===== src/rtl/mpsa_pkg.sv =====
// ----------------------------------------------------------------------------
// mpsa_pkg
// Shared widths, codes, reset sizes and helpers of the multi-pool slot
// allocator.
// ----------------------------------------------------------------------------
package mpsa_pkg;

  localparam int OpW      = 3;
  localparam int PoolW    = 3;
  localparam int SlotW    = 5;
  localparam int SizeW    = 6;
  localparam int StatusW  = 2;
  localparam int CfgIdxW  = 3;
  localparam int MapW     = 32;

  localparam int NumRegs     = 6;
  localparam int NumPoolsDef = 6;
  localparam int MaxSlotsDef = 32;

  localparam logic [SizeW-1:0] ResetSizes [NumRegs] = '{
    6'd6, 6'd4, 6'd2, 6'd6, 6'd2, 6'd1
  };
  // pools without a size register
  localparam logic [SizeW-1:0] FixedSize = 6'd1;

  typedef enum logic [OpW-1:0] {
    OpAcqAny  = 3'd0,
    OpAcqSlot = 3'd1,
    OpRelease = 3'd2,
    OpRelAll  = 3'd3,
    OpQuery   = 3'd4
  } op_e;

  typedef enum logic [StatusW-1:0] {
    StOk      = 2'd0,
    StFull    = 2'd1,
    StBusy    = 2'd2,
    StBadPool = 2'd3
  } status_e;

  typedef struct packed {
    status_e           status;
    logic [SlotW-1:0]  granted;
    logic [SizeW-1:0]  used;
    logic              any_free;
    logic [MapW-1:0]   map;
  } res_t;

  // bits below the effective size
  function automatic logic [MapW-1:0] size_mask(input logic [SizeW-1:0] size);
    logic [MapW-1:0] m;
    for (int i = 0; i < MapW; i++) begin
      m[i] = (SizeW'(i) < size);
    end
    return m;
  endfunction

endpackage


===== src/rtl/mpsa_ram.sv =====
// ----------------------------------------------------------------------------
// mpsa_ram
// Generic single-write, single-read RAM with a registered read port.
// ----------------------------------------------------------------------------
module mpsa_ram #(
  parameter int Width = 32,
  parameter int Depth = 6,
  parameter int AddrW = (Depth > 1) ? $clog2(Depth) : 1
) (
  input  logic                     clk_i,
  input  logic                     we_i,
  input  logic [AddrW-1:0]         waddr_i,
  input  logic [Width-1:0]         wdata_i,
  input  logic                     re_i,
  input  logic [AddrW-1:0]         raddr_i,
  output logic [Width-1:0]         rdata_o
);

  logic [Width-1:0] mem_q [Depth];
  logic [Width-1:0] rdata_q;

  always_ff @(posedge clk_i) begin
    if (we_i) begin
      mem_q[waddr_i] <= wdata_i;
    end
  end

  always_ff @(posedge clk_i) begin
    if (re_i) begin
      rdata_q <= mem_q[raddr_i];
    end
  end

  assign rdata_o = rdata_q;

endmodule


===== src/rtl/mpsa_exec.sv =====
// ----------------------------------------------------------------------------
// mpsa_exec
// Operation unit: first-free search, named grant, release, release of all
// slots and popcount on one pool map; a query only reports.
// ----------------------------------------------------------------------------
module mpsa_exec (
  input  logic [mpsa_pkg::OpW-1:0]   op_i,
  input  logic [mpsa_pkg::SlotW-1:0] slot_i,
  input  logic [mpsa_pkg::SizeW-1:0] size_i,
  input  logic [mpsa_pkg::MapW-1:0]  map_i,
  output mpsa_pkg::res_t             res_o
);

  // two-level count: groups of eight, then the group sums
  function automatic logic [mpsa_pkg::SizeW-1:0] popcount(
    input logic [mpsa_pkg::MapW-1:0] v
  );
    logic [3:0]                  grp [4];
    logic [mpsa_pkg::SizeW-1:0] sum;
    for (int g = 0; g < 4; g++) begin
      grp[g] = '0;
      for (int b = 0; b < 8; b++) begin
        grp[g] = grp[g] + 4'(v[g*8+b]);
      end
    end
    sum = 6'(grp[0]) + 6'(grp[1]) + 6'(grp[2]) + 6'(grp[3]);
    return sum;
  endfunction

  logic [mpsa_pkg::MapW-1:0]  full;
  logic [mpsa_pkg::MapW-1:0]  cur;
  logic [mpsa_pkg::MapW-1:0]  free;
  logic [mpsa_pkg::MapW-1:0]  nxt;
  logic [mpsa_pkg::SlotW-1:0] first_free;
  logic                       is_full;
  logic                       slot_out;
  logic [mpsa_pkg::SizeW-1:0] used;
  mpsa_pkg::status_e          status;
  logic [mpsa_pkg::SlotW-1:0] granted;

  assign full     = mpsa_pkg::size_mask(size_i);
  assign cur      = map_i & full;
  assign free     = ~cur & full;
  assign is_full  = (cur == full);
  assign slot_out = ({1'b0, slot_i} >= size_i);

  always_comb begin
    first_free = '0;
    for (int i = mpsa_pkg::MapW - 1; i >= 0; i--) begin
      if (free[i]) begin
        first_free = mpsa_pkg::SlotW'(i);
      end
    end
  end

  always_comb begin
    status  = mpsa_pkg::StOk;
    granted = '0;
    nxt     = cur;
    case (op_i)
      mpsa_pkg::OpAcqAny: begin
        if (is_full) begin
          status = mpsa_pkg::StFull;
        end else begin
          nxt[first_free] = 1'b1;
          granted         = first_free;
        end
      end
      mpsa_pkg::OpAcqSlot: begin
        // full is reported ahead of range and busy
        if (is_full) begin
          status = mpsa_pkg::StFull;
        end else if (slot_out || cur[slot_i]) begin
          status = mpsa_pkg::StBusy;
        end else begin
          nxt[slot_i] = 1'b1;
          granted     = slot_i;
        end
      end
      mpsa_pkg::OpRelease: begin
        if (slot_out) begin
          status = mpsa_pkg::StBusy;
        end else begin
          nxt[slot_i] = 1'b0;
        end
      end
      mpsa_pkg::OpRelAll: begin
        nxt = '0;
      end
      default: begin
        // query and unused codes only report
      end
    endcase
  end

  assign used = popcount(nxt);

  assign res_o.status   = status;
  assign res_o.granted  = granted;
  assign res_o.used     = used;
  assign res_o.any_free = (used < size_i);
  assign res_o.map      = nxt;

endmodule


===== src/rtl/multi_pool_slot_allocator.sv =====
// ----------------------------------------------------------------------------
// multi_pool_slot_allocator
// Bitmap slot allocator over several pools; the pool maps live in one RAM.
// ----------------------------------------------------------------------------
// an accepted word is registered with its pool map read, then computed into
//   the output register once that is not stalled; no new word is taken until
//   the read-modify-write of the pool map through the single RAM (read, then
//   compute and write back) is done; a size write reads, trims and writes back
// reset: sizes return to their defaults, every pool map reads as all free
//   through per-pool valid flags, the output register empties
module multi_pool_slot_allocator #(
  parameter int NUM_POOLS  = mpsa_pkg::NumPoolsDef,
  parameter int SLOT_LIMIT = mpsa_pkg::MaxSlotsDef
) (
  input  logic                         clk_i,
  input  logic                         rst_ni,
  // request channel
  input  logic                         in_valid_i,
  output logic                         in_stall_o,
  input  logic [mpsa_pkg::OpW-1:0]     operation_i,
  input  logic [mpsa_pkg::PoolW-1:0]   pool_i,
  input  logic [mpsa_pkg::SlotW-1:0]   slot_i,
  // result channel
  output logic                         out_valid_o,
  input  logic                         out_stall_i,
  output logic [mpsa_pkg::StatusW-1:0] status_o,
  output logic [mpsa_pkg::SlotW-1:0]   granted_slot_o,
  output logic [mpsa_pkg::SizeW-1:0]   pool_size_o,
  output logic [mpsa_pkg::SizeW-1:0]   in_use_count_o,
  output logic                         any_free_o,
  // configuration channel
  input  logic                         cfg_valid_i,
  output logic                         cfg_ready_o,
  input  logic [mpsa_pkg::CfgIdxW-1:0] cfg_index_i,
  input  logic [mpsa_pkg::SizeW-1:0]   cfg_data_i
);

  localparam int AddrW = (NUM_POOLS > 1) ? $clog2(NUM_POOLS) : 1;

  typedef enum logic [2:0] {
    StIdle  = 3'b001,
    StExec  = 3'b010,
    StCfgWr = 3'b100
  } state_e;

  state_e                       state_q, state_d;
  logic [AddrW-1:0]             addr_q;
  logic                         pool_bad_q;
  logic [mpsa_pkg::OpW-1:0]     op_q;
  logic [mpsa_pkg::SlotW-1:0]   slot_q;
  logic [NUM_POOLS-1:0]         valid_q;
  logic [mpsa_pkg::SizeW-1:0]   size_q [NUM_POOLS];

  logic                         out_valid_q, out_valid_d;
  logic [mpsa_pkg::StatusW-1:0] status_q, status_d;
  logic [mpsa_pkg::SlotW-1:0]   granted_q, granted_d;
  logic [mpsa_pkg::SizeW-1:0]   total_q, total_d;
  logic [mpsa_pkg::SizeW-1:0]   used_q, used_d;
  logic                         any_free_q, any_free_d;

  logic                         in_acc;
  logic                         pool_ok;
  logic                         cfg_wr;
  logic                         cfg_ok;
  logic                         exec_go;
  logic                         ram_we;
  logic                         ram_re;
  logic [AddrW-1:0]             ram_raddr;
  logic [SLOT_LIMIT-1:0]        ram_wdata;
  logic [SLOT_LIMIT-1:0]        ram_rdata;
  logic [mpsa_pkg::MapW-1:0]    map_rd;
  logic [mpsa_pkg::MapW-1:0]    map_wr;
  logic [mpsa_pkg::SizeW-1:0]   size_sel;
  logic [mpsa_pkg::SizeW-1:0]   size_eff;
  mpsa_pkg::res_t               res;

  // config wins a tie with a request
  assign cfg_ready_o = (state_q == StIdle);
  assign in_stall_o  = (state_q != StIdle) || cfg_valid_i;
  assign in_acc      = in_valid_i && !in_stall_o;
  assign cfg_wr      = cfg_valid_i && cfg_ready_o;
  assign cfg_ok      = cfg_wr && (int'(cfg_index_i) < mpsa_pkg::NumRegs)
                              && (int'(cfg_index_i) < NUM_POOLS);
  assign pool_ok     = (int'(pool_i) < NUM_POOLS);

  // size registers; pools past the register list keep a fixed size
  for (genvar p = 0; p < NUM_POOLS; p++) begin : g_size
    if (p < mpsa_pkg::NumRegs) begin : g_reg
      always_ff @(posedge clk_i or negedge rst_ni) begin
        if (!rst_ni) begin
          size_q[p] <= mpsa_pkg::ResetSizes[p];
        end else if (cfg_wr && (int'(cfg_index_i) == p)) begin
          size_q[p] <= cfg_data_i;
        end
      end
    end else begin : g_fix
      assign size_q[p] = mpsa_pkg::FixedSize;
    end
  end

  assign size_sel = size_q[addr_q];
  assign size_eff = (int'(size_sel) > SLOT_LIMIT) ? mpsa_pkg::SizeW'(SLOT_LIMIT) : size_sel;

  // map storage
  assign ram_re    = (in_acc && pool_ok) || cfg_ok;
  assign ram_raddr = cfg_ok ? AddrW'(cfg_index_i) : AddrW'(pool_i);

  mpsa_ram #(
    .Width (SLOT_LIMIT),
    .Depth (NUM_POOLS),
    .AddrW (AddrW)
  ) u_map_ram (
    .clk_i   (clk_i),
    .we_i    (ram_we),
    .waddr_i (addr_q),
    .wdata_i (ram_wdata),
    .re_i    (ram_re),
    .raddr_i (ram_raddr),
    .rdata_o (ram_rdata)
  );

  // a pool never written reads as all free
  assign map_rd = valid_q[addr_q] ? mpsa_pkg::MapW'(ram_rdata) : '0;

  mpsa_exec u_exec (
    .op_i   (op_q),
    .slot_i (slot_q),
    .size_i (size_eff),
    .map_i  (map_rd),
    .res_o  (res)
  );

  assign exec_go   = (state_q == StExec) && (!out_valid_q || !out_stall_i);
  assign ram_we    = (exec_go && !pool_bad_q) || (state_q == StCfgWr);
  assign map_wr    = (state_q == StCfgWr) ? (map_rd & mpsa_pkg::size_mask(size_eff))
                                          : res.map;
  assign ram_wdata = map_wr[SLOT_LIMIT-1:0];

  always_comb begin
    state_d = state_q;
    unique case (state_q)
      StIdle: begin
        if (cfg_ok) begin
          state_d = StCfgWr;
        end else if (in_acc) begin
          state_d = StExec;
        end
      end
      StExec: begin
        if (exec_go) begin
          state_d = StIdle;
        end
      end
      StCfgWr: begin
        state_d = StIdle;
      end
      default: begin
        state_d = StIdle;
      end
    endcase
  end

  always_comb begin
    out_valid_d = out_valid_q;
    status_d    = status_q;
    granted_d   = granted_q;
    total_d     = total_q;
    used_d      = used_q;
    any_free_d  = any_free_q;
    if (out_valid_q && !out_stall_i) begin
      out_valid_d = 1'b0;
    end
    if (exec_go) begin
      out_valid_d = 1'b1;
      if (pool_bad_q) begin
        status_d   = mpsa_pkg::StBadPool;
        granted_d  = '0;
        total_d    = '0;
        used_d     = '0;
        any_free_d = 1'b0;
      end else begin
        status_d   = res.status;
        granted_d  = res.granted;
        total_d    = size_eff;
        used_d     = res.used;
        any_free_d = res.any_free;
      end
    end
  end

  always_ff @(posedge clk_i or negedge rst_ni) begin
    if (!rst_ni) begin
      state_q     <= StIdle;
      out_valid_q <= 1'b0;
      valid_q     <= '0;
    end else begin
      state_q     <= state_d;
      out_valid_q <= out_valid_d;
      if (ram_we) begin
        valid_q[addr_q] <= 1'b1;
      end
    end
  end

  always_ff @(posedge clk_i) begin
    if (cfg_ok) begin
      addr_q <= AddrW'(cfg_index_i);
    end else if (in_acc) begin
      addr_q     <= pool_ok ? AddrW'(pool_i) : '0;
      pool_bad_q <= !pool_ok;
      op_q       <= operation_i;
      slot_q     <= slot_i;
    end
    status_q   <= status_d;
    granted_q  <= granted_d;
    total_q    <= total_d;
    used_q     <= used_d;
    any_free_q <= any_free_d;
  end

  assign out_valid_o    = out_valid_q;
  assign status_o       = status_q;
  assign granted_slot_o = granted_q;
  assign pool_size_o    = total_q;
  assign in_use_count_o = used_q;
  assign any_free_o     = any_free_q;

endmodule


===== config.mk =====
export PLATFORM = sky130hd
export DESIGN_NAME = multi_pool_slot_allocator
export DESIGN_NICKNAME = d
export VERILOG_FILES = /design/src/rtl/mpsa_pkg.sv /design/src/rtl/mpsa_ram.sv /design/src/rtl/mpsa_exec.sv /design/src/rtl/multi_pool_slot_allocator.sv
export SDC_FILE = /design/constraint.sdc
export NUM_CORES = 1
export LEC_CHECK = 0
export ABC_CLOCK_PERIOD_IN_PS = 18650
export BUFFER_PORTS_ARGS = -buffer_cell sky130_fd_sc_hd__clkbuf_2
export CORE_UTILIZATION = 30
export CTS_CLUSTER_SIZE = 20
export DETAILED_ROUTE_END_ITERATION = 8
export MAX_ROUTING_LAYER = met4
export PLACE_DENSITY_LB_ADDON = 0.2
export SKIP_CTS_REPAIR_TIMING = 1
export SYNTH_ARGS = -nofsm -noshare
export SYNTH_HDL_FRONTEND = slang
export SYNTH_SLANG_ARGS = --single-unit

===== constraint.sdc =====
create_clock -name clk_i -period 18.65 [get_ports clk_i]
set_clock_uncertainty 0.05 [all_clocks]
set_input_delay 1.865 -clock clk_i [delete_from_list [all_inputs] [get_ports clk_i]]
set_output_delay 1.865 -clock clk_i [all_outputs]
set_load 0.05 [all_outputs]

Word level (Yosys, flattened, before mapping)
Memories as Yosys holds them, arrays and structs flattened. A register that Yosys moved wholly into a read port is not among the register bits.
Cells that the tools add are included.
{"block": "totals", "reg_bits": 78, "output_inout_bits": 23, "inputBits": 25, "ramBits": 192, "n_memories": 1, "mem_bits_ro": 0, "latchBits": 0}
{"block": "classes", "n_lt_le_gt_ge": 44, "n_mux": 74, "eq_ne": 15, "add_sub_neg": 31, "n_bitwise": 10, "n_reduce_logical": 33, "multipliers": 0, "shifts": 0, "n_div": 0}
{"name": "u_map_ram.mem_q", "depth": 6, "width": 32, "rd": 1, "rd_clocked_by_memory_dff": 1, "write_ports": 1, "line_no": "mpsa_ram.sv:19", "rtl": "logic [Width-1:0] mem_q [Depth];"}
{"op": "2-to-1 mux 32 bit", "count": 6}
{"op": "2-to-1 mux 5 bit", "count": 35}
{"op": "case mux 32 bit (4 select lines)", "count": 1}
{"op": "adder 4 x 1 -> 4 bit", "count": 24}
{"op": "bitwise AND 32 bit", "count": 3}
{"op": "< comparator 5 x 6 -> 1 bit (first input constant)", "count": 16}
{"op": "NOT 32 bit", "count": 2}
{"op": "OR 32 bit", "count": 2}
{"op": "< comparator 4 x 6 -> 1 bit (first input constant)", "count": 8}
{"op": "== test 32 bit", "count": 1}
{"op": "< comparator 3 x 6 -> 1 bit (first input constant)", "count": 4}
{"op": "2-to-1 mux 3 bit", "count": 7}
{"op": "binary-select mux 6 bit (select 3 bit)", "count": 1}
{"op": "2-to-1 mux 6 bit", "count": 3}
{"op": "logical AND 1 bit", "count": 17}
{"op": "== test 3 bit (second input constant)", "count": 5}
{"op": "adder 6 x 4 -> 6 bit", "count": 2}
{"op": "== test 3 x 2 -> 1 bit (second input constant)", "count": 4}
{"op": "< comparator 1 x 6 -> 1 bit (first input constant)", "count": 2}
{"op": "< comparator 2 x 6 -> 1 bit (first input constant)", "count": 2}
{"op": "< comparator 5 x 6 -> 1 bit (second input constant)", "count": 2}
{"op": "demux 1 bit (select 5 bit)", "count": 2}
{"op": "greater-or-equal comparator 5 x 1 -> 1 bit (second input constant)", "count": 2}
{"op": "2-to-1 mux 1 bit", "count": 10}
{"op": "27 further kinds", "count": 46}

Logic depth before layout (Yosys ltp)
Gate-level depths: netlist (run 1).
{"block": "depth", "depth_word": 60, "ltp_mapped": 42, "ltp_nobuf": 36}

By module
From an unflattened synthesis (run 1), not the netlist that was laid out.
{"block": "hier_totals", "cells_unflattened": 1525, "hier_area_um2": 17549.3}
{"mod": "mpsa_ram", "instances": 1, "cells_each": 418, "area_each_um2": 8379.3, "seq_area_each_um2": 6726.5}
{"mod": "mpsa_exec", "instances": 1, "cells_each": 696, "area_each_um2": 4789.6, "seq_area_each_um2": 0.0}
{"mod": "multi_pool_slot_allocator", "instances": 1, "cells_each": 411, "area_each_um2": 4380.5, "seq_area_each_um2": 2123.3}

Worst setup path after synthesis (run 1)
OpenSTA, ideal clock, no wires.
{"block": "synth_path", "kind": "flip-flop to flip-flop", "startpoint": "register addr_q[1]", "endpoint": "register any_free_q, in the netlist any_free_o (data pin)", "slack_ps": 8953, "t_required_ps": 18433, "path_stages_with_launch": 41, "arrival_time_ps": 9480, "n_path_buf": 6, "cell_sequence": "edfxtp_1 > buf_4 > buf_2 > a32oi_2 > nand2_1 > clkinv_1 > clkbuf_1 > buf_1 > nand2_1 > ha_1 > a21o_1 > a21oi_1 > o21ai_0 > and2_0 > a2111oi_2 > nand4_2 > or3_1 > buf_6 > [... 5 more ...] > fa_1 > inv_1 > fa_1 > fa_1 > fa_1 > inv_1 > fa_1 > inv_1 > fa_1 > inv_1 > ha_1 > fa_1 > xor2_1 > ha_1 > nor2b_1 > o21ai_0 > nand2b_1 > a211oi_1"}
{"element": "start: declaration", "line_no": "multi_pool_slot_allocator.sv:47", "rtl": "logic [AddrW-1:0] addr_q;"}
{"element": "start signal: assignment", "line_no": "multi_pool_slot_allocator.sv:207", "rtl": "addr_q <= AddrW'(cfg_index_i);"}
{"element": "start signal: assignment", "line_no": "multi_pool_slot_allocator.sv:209", "rtl": "addr_q <= pool_ok ? AddrW'(pool_i) : '0;"}
{"element": "end signal: assignment", "line_no": "multi_pool_slot_allocator.sv:218", "rtl": "any_free_q <= any_free_d;"}
{"element": "end: declaration", "line_no": "multi_pool_slot_allocator.sv:59", "rtl": "logic any_free_q, any_free_d;"}

==> qor.yml, run 1 <==
yosysWarningCount: 0
vias_per_cell: 5.73
drv_slew: 0
die_h_um: 243
max_cap_violations: 0
avgRoutedWirePerCell_um: 27.1
cts_tree: "done"
worst_pin_slew_ns: 1.22
grt_usage_pct: 23.4
r2r_end: "any_free_o$_SDFFCE_PP0P_"
fmax_ghz: 0.0892
cts_made_buffers: 35
drtAntennaViolNets: 0
status: "finished clean"
final_cell_count_no_fill: 2492
nets: 1779
intPower_mw: 1.57
row_count: 88
worstPathArrival_ns: 11.56
cts.root.buffer_cell: "clkbuf_16"
whs_path_depth: 1
yosys.area_share.simple_pct: 16.6
multi_input_area_mm2: 0.00805
rr_startpoint: "addr_q[2]$_DFFE_PP_"
synth_compound_gate_area_share_pct: 19.9
synth_top_family_by_area: "compound AO/OA/AOI/OAI gates"
max_stage_delay_ns: 0.78
hold_path_end: "valid_q[0]$_DFFE_PN0N_"
critPathMaxFanout: 45
setup_viol: 0
tns_ns: 0
drt-pass1-iter-count: 5
cts.sink_count: 302
pin_count: 48
grt_max_degree: 66
synthMuxAreaShare_pct: 4.02
max-slew-margin-rel_pct: 18.0
synth_fp_nets: 1747
power_density_mw_per_mm2: 134
crit_cells: 38
core-area_mm2: 0.0576
placed_cells: 2430
routed_wl_mm: 67.6
syn_inst: 1670
drt_iter0_drc: 1493
reg2regPathDepth: 38
synth_cell_type_count: 106
path_clk_slew_ns: 0.06
combinationalPowerShare_pct: 41.3
total_power_mw: 2.65
drive_gt1_share_pct: 15.8
end_kind: "flip-flop"
cpMaxStageDelayCell: "edfxtp_1"
ys_seq_area_share_pct: 50.7
rsz0062_at_grt: "no"
io_buffers: 47
switching_share_pct: 40.6
fin_crit_ns: 11.21
power_frac_seq_pct: 33.5
area_delta_synth_final_pct: 13.2
htreeDepth: 2
fillers: 5787
register_area_mm2: 0.00885
grt_overflow: 0
post_synth.cell_area_avg_um2: 10.5
vias: 14272
min_from: "valid_q[0]$_DFFE_PN0N_"
synth_seq_cells: 302
route.detailed.drc: 0
ys_async_sr_fraction_pct: 15.2
min_period_over_period_pct: 60.1
min-delay-path-class: "reg -> reg"
yosys.area_share.xor_xnor_pct: 0.401
synth_edf_count: 256
p_clk_share_pct: 25.1
syn_area_mm2: 0.0175
grt_pass1_vias: 13755
hold_viol_final: 0
ys.flop_type: "edfxtp_1"
die_w_um: 243
leakagePower_nw: 7.12
critPathRequiredTime_ns: 19.00
peakVddDrop_mv: 0.0726
routabilityCongestion: 1.05
p_sw_mw: 1.07
yosys.area_share.adder_pct: 4.67
cpMostUsedCell: "fa_1"
crit_buf_inv: 8
final_util_pct: 34.3
critPathTopFamily: "adder cells"
cts_max_path_buffers: 3
hpwl_mm: 48.1
crit_type: "reg -> reg"
antenna_found_initial: 0
r2r_setup_slack_ns: 7.44
crit_path_start_kind: "flip-flop"
clkLatencyLatePin_ns: 0.56
grt_pass1_wl_mm: 98.8
start_util_pct: 30.3
die-area_mm2: 0.0592
[final cells by class]
cell class,instances,share of cell area (%)
flip-flops and latches,302,44.8
multi-input cells,1218,40.7
well taps,765,4.84
clock buffers,43,4.73
repair buffers,99,3.16
clock inverters,18,0.892
inverters,46,0.873
diodes,1,0.0127
[power by group through the flow]
| stage | Combinational, mW | Clock, mW | Sequential (mW) |
|---|---|---|---|
| finish | 1.09 | 0.665 | 0.887 |
| global route | 1.18 | 0.713 | 0.893 |
| CTS | 1.08 | 0.687 | 0.886 |
| detailed placement | 1.08 | 0 | 0.899 |
| global placement | 1.09 | 0 | 0.899 |
| floorplan | 0.707 | 0 | 0.874 |
[metal layers]
layer	global-route usage, %	part of all wire [%]
met5	-	0
met2	34.8	44
met1	32.1	45
met4	7.64	3.5
met3	4.12	6.8
[placed cells by master, fill, tap and decap left out, types with 22 or more instances in the layout]
cell type  Yosys  layout
buf_4          4      52
clkbuf_16      0      35
clkbuf_2       0      47
a31oi_1       80      80
dfrtp_1       37      37
nor3_1        31      29
a211oi_1      50      50
nor2_1       125     122
nand2_1      240     238
mux2_2        47      47
o21ai_0       70      69
inv_1         42      42
fa_1          22      22
edfxtp_1     256     256
a21oi_1       80      79
and2_1        46      46
nand3_1       29      29
ha_1          30      30
[registers in the layout, summed over array words and instances, names as in the netlist]
name	flops
slot_q	5
granted_slot_o	5
in_use_count_o	6
out_valid_o	1
op_q	3
valid_q	6
pool_size_o	6
status_o	2
u_map_ram.mem_q	192
addr_q	3
u_map_ram.rdata_o	32
size_q	36
any_free_o	1
pool_bad_q	1
state_q	3
[logic make-up after synthesis]
logic type,after synthesis
adders and majority gates,52
xor gates and xnor gates,8
buffers and inverters,150
AOI/OAI and AO/OA,494
muxes,61
and+or+nand+nor,603
DFF,302
[stage by stage]
stage / hold WS [ns] / cell area, um^2 / worst slack [ns]
3_5_place_dp: 0.404 / 18700 / 7.55
5_1_grt: 0.444 / 19800 / 6.88
2_1_floorplan: 0.383 / 17500 / 8.95
6_report: 0.417 / 19800 / 7.44
4_1_cts: 0.420 / 19800 / 7.52
3_3_place_gp: 0.401 / 18700 / 7.76
[how the worst max path moves through the flow]
stage | start | end
final | addr_q[2]$_DFFE_PP_ | any_free_o$_SDFFCE_PP0P_
after global routing | addr_q[2]$_DFFE_PP_ | any_free_o$_SDFFCE_PP0P_
after CTS | addr_q[2]$_DFFE_PP_ | any_free_o$_SDFFCE_PP0P_
after detailed placement | addr_q[2]$_DFFE_PP_ | any_free_o$_SDFFCE_PP0P_
after global placement | addr_q[2]$_DFFE_PP_ | any_free_o$_SDFFCE_PP0P_
after floorplan | addr_q[1]$_DFFE_PP_ | any_free_o$_SDFFCE_PP0P_
[cells in the mapped netlist, types with 14 or more instances]
master / number / area share, %
ha_1: 30 / 2.1
a21o_1: 17 / 0.73
nand3_1: 29 / 0.83
a31oi_1: 80 / 2.9
clkbuf_1: 77 / 1.7
a21oi_1: 80 / 2.3
nor2b_1: 19 / 0.68
nor3_1: 31 / 0.89
inv_1: 42 / 0.90
a22oi_1: 14 / 0.60
edfxtp_1: 256 / 44
mux2_2: 47 / 3.0
and3_1: 16 / 0.57
dfrtp_1: 37 / 5.3
and2_1: 46 / 1.6
nand2b_1: 14 / 0.50
a211oi_1: 50 / 2.1
nor2_1: 125 / 2.7
fa_1: 22 / 2.5
nand2_1: 240 / 5.2
o21ai_0: 70 / 2.0
(Power assumes the default switching activity.)
==> run 2, diff against run 1 <==
--- a/config.mk
+++ b/config.mk
@@ -5,7 +5,7 @@
 export SDC_FILE = /design/constraint.sdc
 export NUM_CORES = 1
 export LEC_CHECK = 0
-export ABC_CLOCK_PERIOD_IN_PS = 18650
+export ABC_CLOCK_PERIOD_IN_PS = 10990
 export BUFFER_PORTS_ARGS = -buffer_cell sky130_fd_sc_hd__clkbuf_2
 export CORE_UTILIZATION = 30
 export CTS_CLUSTER_SIZE = 20
==> constraint.sdc (replaced) <==
create_clock -name clk_i -period 10.99 [get_ports clk_i]
set_clock_uncertainty 0.05 [all_clocks]
set_input_delay 1.099 -clock clk_i [delete_from_list [all_inputs] [get_ports clk_i]]
set_output_delay 1.099 -clock clk_i [all_outputs]
set_load 0.05 [all_outputs]
==> run 2 against run 1 <==
Largest power group unchanged. Largest cell class unchanged. Power rose by 75%. Clock power rose by 74%. Sequential cell count did not move. Highest routed layer unchanged.
==> qor.yml, run 2 (synthesis gave the netlist of run 1 again) <==
status: "finished clean"
start_util_pct: 30.3
fmax_ghz: 0.0974
cts_made_buffers: 36
critPathTopFamily: "adder cells"
reg2regPathDepth: 31
worst_pin_slew_ns: 1.23
cts.root.buffer_cell: "clkbuf_16"
final_cell_mix: "edfxtp_1 (256), nand2_1 (238), nor2_1 (121)"
drt_iter0_drc: 1674
die_w_um: 243
r2r_end: "any_free_o$_SDFFCE_PP0P_"
total_power_mw: 4.64
grt_util_met2_pct: 35.5
max_stage_delay_ns: 0.83
drtAntennaViolNets: 0
dpl_worst_slack_ns: 0.815
path_clk_slew_ns: 0.06
worstPathArrival_ns: 10.59
crit_cells: 31
hold_path_end: "valid_q[3]$_DFFE_PN0N_"
tns_ns: 0
intPower_mw: 2.77
drv_slew: 0
route.detailed.drc: 0
grt_usage_pct: 23.6
routed_wl_mm: 68.6
critPathMaxFanout: 25
combinationalPowerShare_pct: 42.4
vias_per_cell: 5.76
max-slew-margin-rel_pct: 17.2
power_frac_seq_pct: 32.5
core-area_mm2: 0.0576
cts_max_path_buffers: 3
hpwl_mm: 49.0
placed_area_mm2: 0.0189
rsz0062_at_grt: "no"
row_count: 88
r2r_setup_slack_ns: 0.73
whs_path_depth: 1
p_clk_share_pct: 25.1
cts.sink_count: 302
largest_reg_flops: 192
placed_cells: 2456
antenna_found_initial: 2
critPathRequiredTime_ns: 11.32
grt-busiest-layer: "met2"
drt-pass1-iter-count: 6
leakagePower_nw: 7.28
pin_count: 48
p_sw_mw: 1.88
min_period_over_period_pct: 93.4
switching_share_pct: 40.4
final_cell_count_no_fill: 2524
nets: 1806
fin_crit_ns: 10.26
fin_area_mm2: 0.0200
grt_pass1_vias: 13867
layout_commonest_cell: "edfxtp_1"
grt_overflow: 0
crit_type: "reg -> reg"
cts_tree: "done"
crit_buf_inv: 5
rr_startpoint: "addr_q[1]$_DFFE_PP_"
cpMostUsedCell: "fa_1"
grt_use_met1_pct: 31.5
die_h_um: 243
cpMaxStageDelayCell: "edfxtp_1"
max_cap_violations: 0
setup_viol: 0
io_buffers: 47
power_density_mw_per_mm2: 232
grtUsageMet3_pct: 3.43
min_from: "valid_q[3]$_DFFE_PN0N_"
clkLatencyLatePin_ns: 0.55
vias: 14540
avgRoutedWirePerCell_um: 27.2
crit_path_start_kind: "flip-flop"
routabilityCongestion: 1.01
holdWs_ns: 0.410
peakVddDrop_mv: 0.120
die-area_mm2: 0.0592
min-delay-path-class: "reg -> reg"
final_util_pct: 34.8
regMostFlops: "u_map_ram.mem_q"
htreeDepth: 2
end_kind: "flip-flop"
grt_max_degree: 65
grt_pass1_wl_mm: 99.5
drive_gt1_share_pct: 17.0
hold_viol_final: 0
worst_slack_ns: 0.727
area_delta_synth_final_pct: 14.8
==> run 2: cell type report <==
class | instances | area, um^2
Fill cell | 5733 | 37500
Sequential cell | 302 | 8850
Multi-Input combinational cell | 1218 | 8040
Clock buffer | 46 | 1000
Tap cell | 765 | 957
Timing Repair Buffer | 125 | 858
Inverter | 46 | 173
Clock inverter | 19 | 156
Antenna cell | 3 | 7.51
==> run 2: worst max-delay path by stage <==
| stage | start | end | slack (ns) |
|---|---|---|---|
| 4_1_cts | addr_q[1]$_DFFE_PP_ | any_free_o$_SDFFCE_PP0P_ | 0.76 |
| 3_3_place_gp | addr_q[1]$_DFFE_PP_ | any_free_o$_SDFFCE_PP0P_ | 0.83 |
| 3_5_place_dp | addr_q[1]$_DFFE_PP_ | any_free_o$_SDFFCE_PP0P_ | 0.82 |
| 5_1_grt | addr_q[1]$_DFFE_PP_ | any_free_o$_SDFFCE_PP0P_ | 0.20 |
| 2_1_floorplan | addr_q[1]$_DFFE_PP_ | any_free_o$_SDFFCE_PP0P_ | 1.29 |
| 6_report | addr_q[1]$_DFFE_PP_ | any_free_o$_SDFFCE_PP0P_ | 0.73 |
==> run 2: power groups by stage <==
| stage | clock network (mW) | registers [mW] | logic [mW] |
|---|---|---|---|
| finish | 1.16 | 1.51 | 1.97 |
| floorplan | 0 | 1.48 | 1.20 |
| global route | 1.24 | 1.52 | 2.11 |
| CTS | 1.20 | 1.51 | 1.95 |
| global placement | 0 | 1.53 | 1.96 |
| detailed placement | 0 | 1.53 | 1.94 |
==> run 2: routing by layer <==
layer / routed length (um) / vias up
met4: 3360 / 0
met1: 29800 / 7275
met5: 0 / -
met2: 30500 / 647
met3: 4960 / 145
li1: - / 6473
==> run 3, diff against run 2 <==
--- a/config.mk
+++ b/config.mk
@@ -8,6 +8,7 @@
 export ABC_CLOCK_PERIOD_IN_PS = 10990
 export BUFFER_PORTS_ARGS = -buffer_cell sky130_fd_sc_hd__clkbuf_2
 export CORE_UTILIZATION = 30
+export CTS_BUF_LIST = sky130_fd_sc_hd__clkbuf_8 sky130_fd_sc_hd__clkbuf_16
 export CTS_CLUSTER_SIZE = 20
 export DETAILED_ROUTE_END_ITERATION = 8
 export MAX_ROUTING_LAYER = met4
==> run 3 against run 2 <==
Sequential cell count is the same. Critical endpoint unchanged. Largest cell class unchanged. First-iteration DRC count shrank 0.12%. Final cell count is the same.
==> qor.yml, run 3 (synthesis gave the netlist of run 1 again) <==
cts_max_path_buffers: 3
clkLatencyLatePin_ns: 0.55
holdWs_ns: 0.410
cpMostUsedCell: "fa_1"
placed_area_mm2: 0.0189
die_w_um: 243
avgRoutedWirePerCell_um: 27.2
critPathMaxFanout: 25
drt-pass1-iter-count: 8
vias: 14589
pin_count: 48
htreeDepth: 2
fmax_ghz: 0.0974
fin_area_mm2: 0.0200
fillers: 5733
min-delay-path-class: "reg -> reg"
grt_max_degree: 65
hpwl_mm: 49.0
layout_commonest_cell: "edfxtp_1"
leakagePower_nw: 7.31
crit_buf_inv: 5
fin_crit_ns: 10.27
antenna_found_initial: 2
final_cell_count_no_fill: 2524
drive_gt1_share_pct: 17.0
tns_ns: 0
end_kind: "flip-flop"
die_h_um: 243
nets: 1806
drv_slew: 0
grt_pass1_wl_mm: 99.5
route.detailed.drc: 0
max-slew-margin-rel_pct: 18.7
row_count: 88
placed_cells: 2456
peakVddDrop_mv: 0.120
min_from: "valid_q[3]$_DFFE_PN0N_"
routabilityCongestion: 1.01
largest_reg_flops: 192
crit_path_start_kind: "flip-flop"
setup_viol: 0
cpMaxStageDelayCell: "edfxtp_1"
drtAntennaViolNets: 0
vias_per_cell: 5.78
critPathTopFamily: "adder cells"
power_density_mw_per_mm2: 231
cts.root.buffer_cell: "clkbuf_16"
drt_iter0_drc: 1672
core-area_mm2: 0.0576
regMostFlops: "u_map_ram.mem_q"
worstPathArrival_ns: 10.60
grt_usage_pct: 23.6
io_buffers: 47
start_util_pct: 30.3
status: "finished clean"
cp-startpoint: "addr_q[1]$_DFFE_PP_"
worst_pin_slew_ns: 1.21
path_clk_slew_ns: 0.06
cts_tree: "done"
hold_viol_final: 0
max_stage_delay_ns: 0.83
grt_pass1_vias: 13866
cts.sink_count: 302
worst_slack_ns: 0.721
rsz0062_at_grt: "no"
cts_made_buffers: 36
total_power_mw: 4.64
critPathRequiredTime_ns: 11.32
final_cell_mix: "edfxtp_1 (256), nand2_1 (238), nor2_1 (121)"
min_period_over_period_pct: 93.4
rr_startpoint: "addr_q[1]$_DFFE_PP_"
max_cap_violations: 0
routed_wl_mm: 68.5
die-area_mm2: 0.0592
dpl_worst_slack_ns: 0.815
grt_overflow: 0
crit_type: "reg -> reg"
final_util_pct: 34.8
area_delta_synth_final_pct: 14.8
==> run 3: cell count changes in the layout (fill, tap and decap cells not counted), sizes merged <==
cell,delta
inv,+6
clkbuf,-6
==> run 3: worst paths after layout <==
check / to / cells after the start / slack, ns
max: any_free_o$_SDFFCE_PP0P_ / 31 / 0.72
min: valid_q[3]$_DFFE_PN0N_ / 1 / 0.41
max reg2reg: any_free_o$_SDFFCE_PP0P_ / 31 / 0.72
min reg2reg: valid_q[3]$_DFFE_PN0N_ / 1 / 0.41
max in group asynchronous: valid_q[3]$_DFFE_PN0N_ / 1 / 9.47
min in group asynchronous: size_q[35]$_DFFE_PN0P_ / 1 / 0.72
==> run 3: metal layers <==
layer	GRT usage [%]	vias to the layer above	wire (um)
met1	31.5	7328	30000
li1	-	6475	-
met4	10.2	0	3290
met3	3.43	143	4700
met2	35.5	643	30600
met5	-	-	0
==> run 3: final cells by class <==
class                      instances  area (um^2)  share of cell area (%)
multi-input combinational       1218         8040                    40.1
inverter                          46          173                   0.861
timing repair buffer             125          858                    4.28
clock buffer                      40          978                    4.88
antenna                            3         7.51                  0.0374
tap                              765          957                    4.77
clock inverter                    25          179                   0.893
sequential                       302         8850                    44.1
==> run 3: worst register-to-register path: cells and delay by family, from the launching register on <==
kind / cells / cell delay, ns
compound gates: 10 / 3.00
xor+xnor: 1 / 0.22
fa+ha+maj: 10 / 4.29
buf+inv: 5 / 0.50
flops: 1 / 0.83
simple gates: 5 / 1.23
==> run 3: power breakdown <==
| part | internal [mW] | switching, mW |
|---|---|---|
| registers | 1.41 | 0.0973 |
| clock network | 0.688 | 0.471 |
| logic | 0.661 | 1.31 |
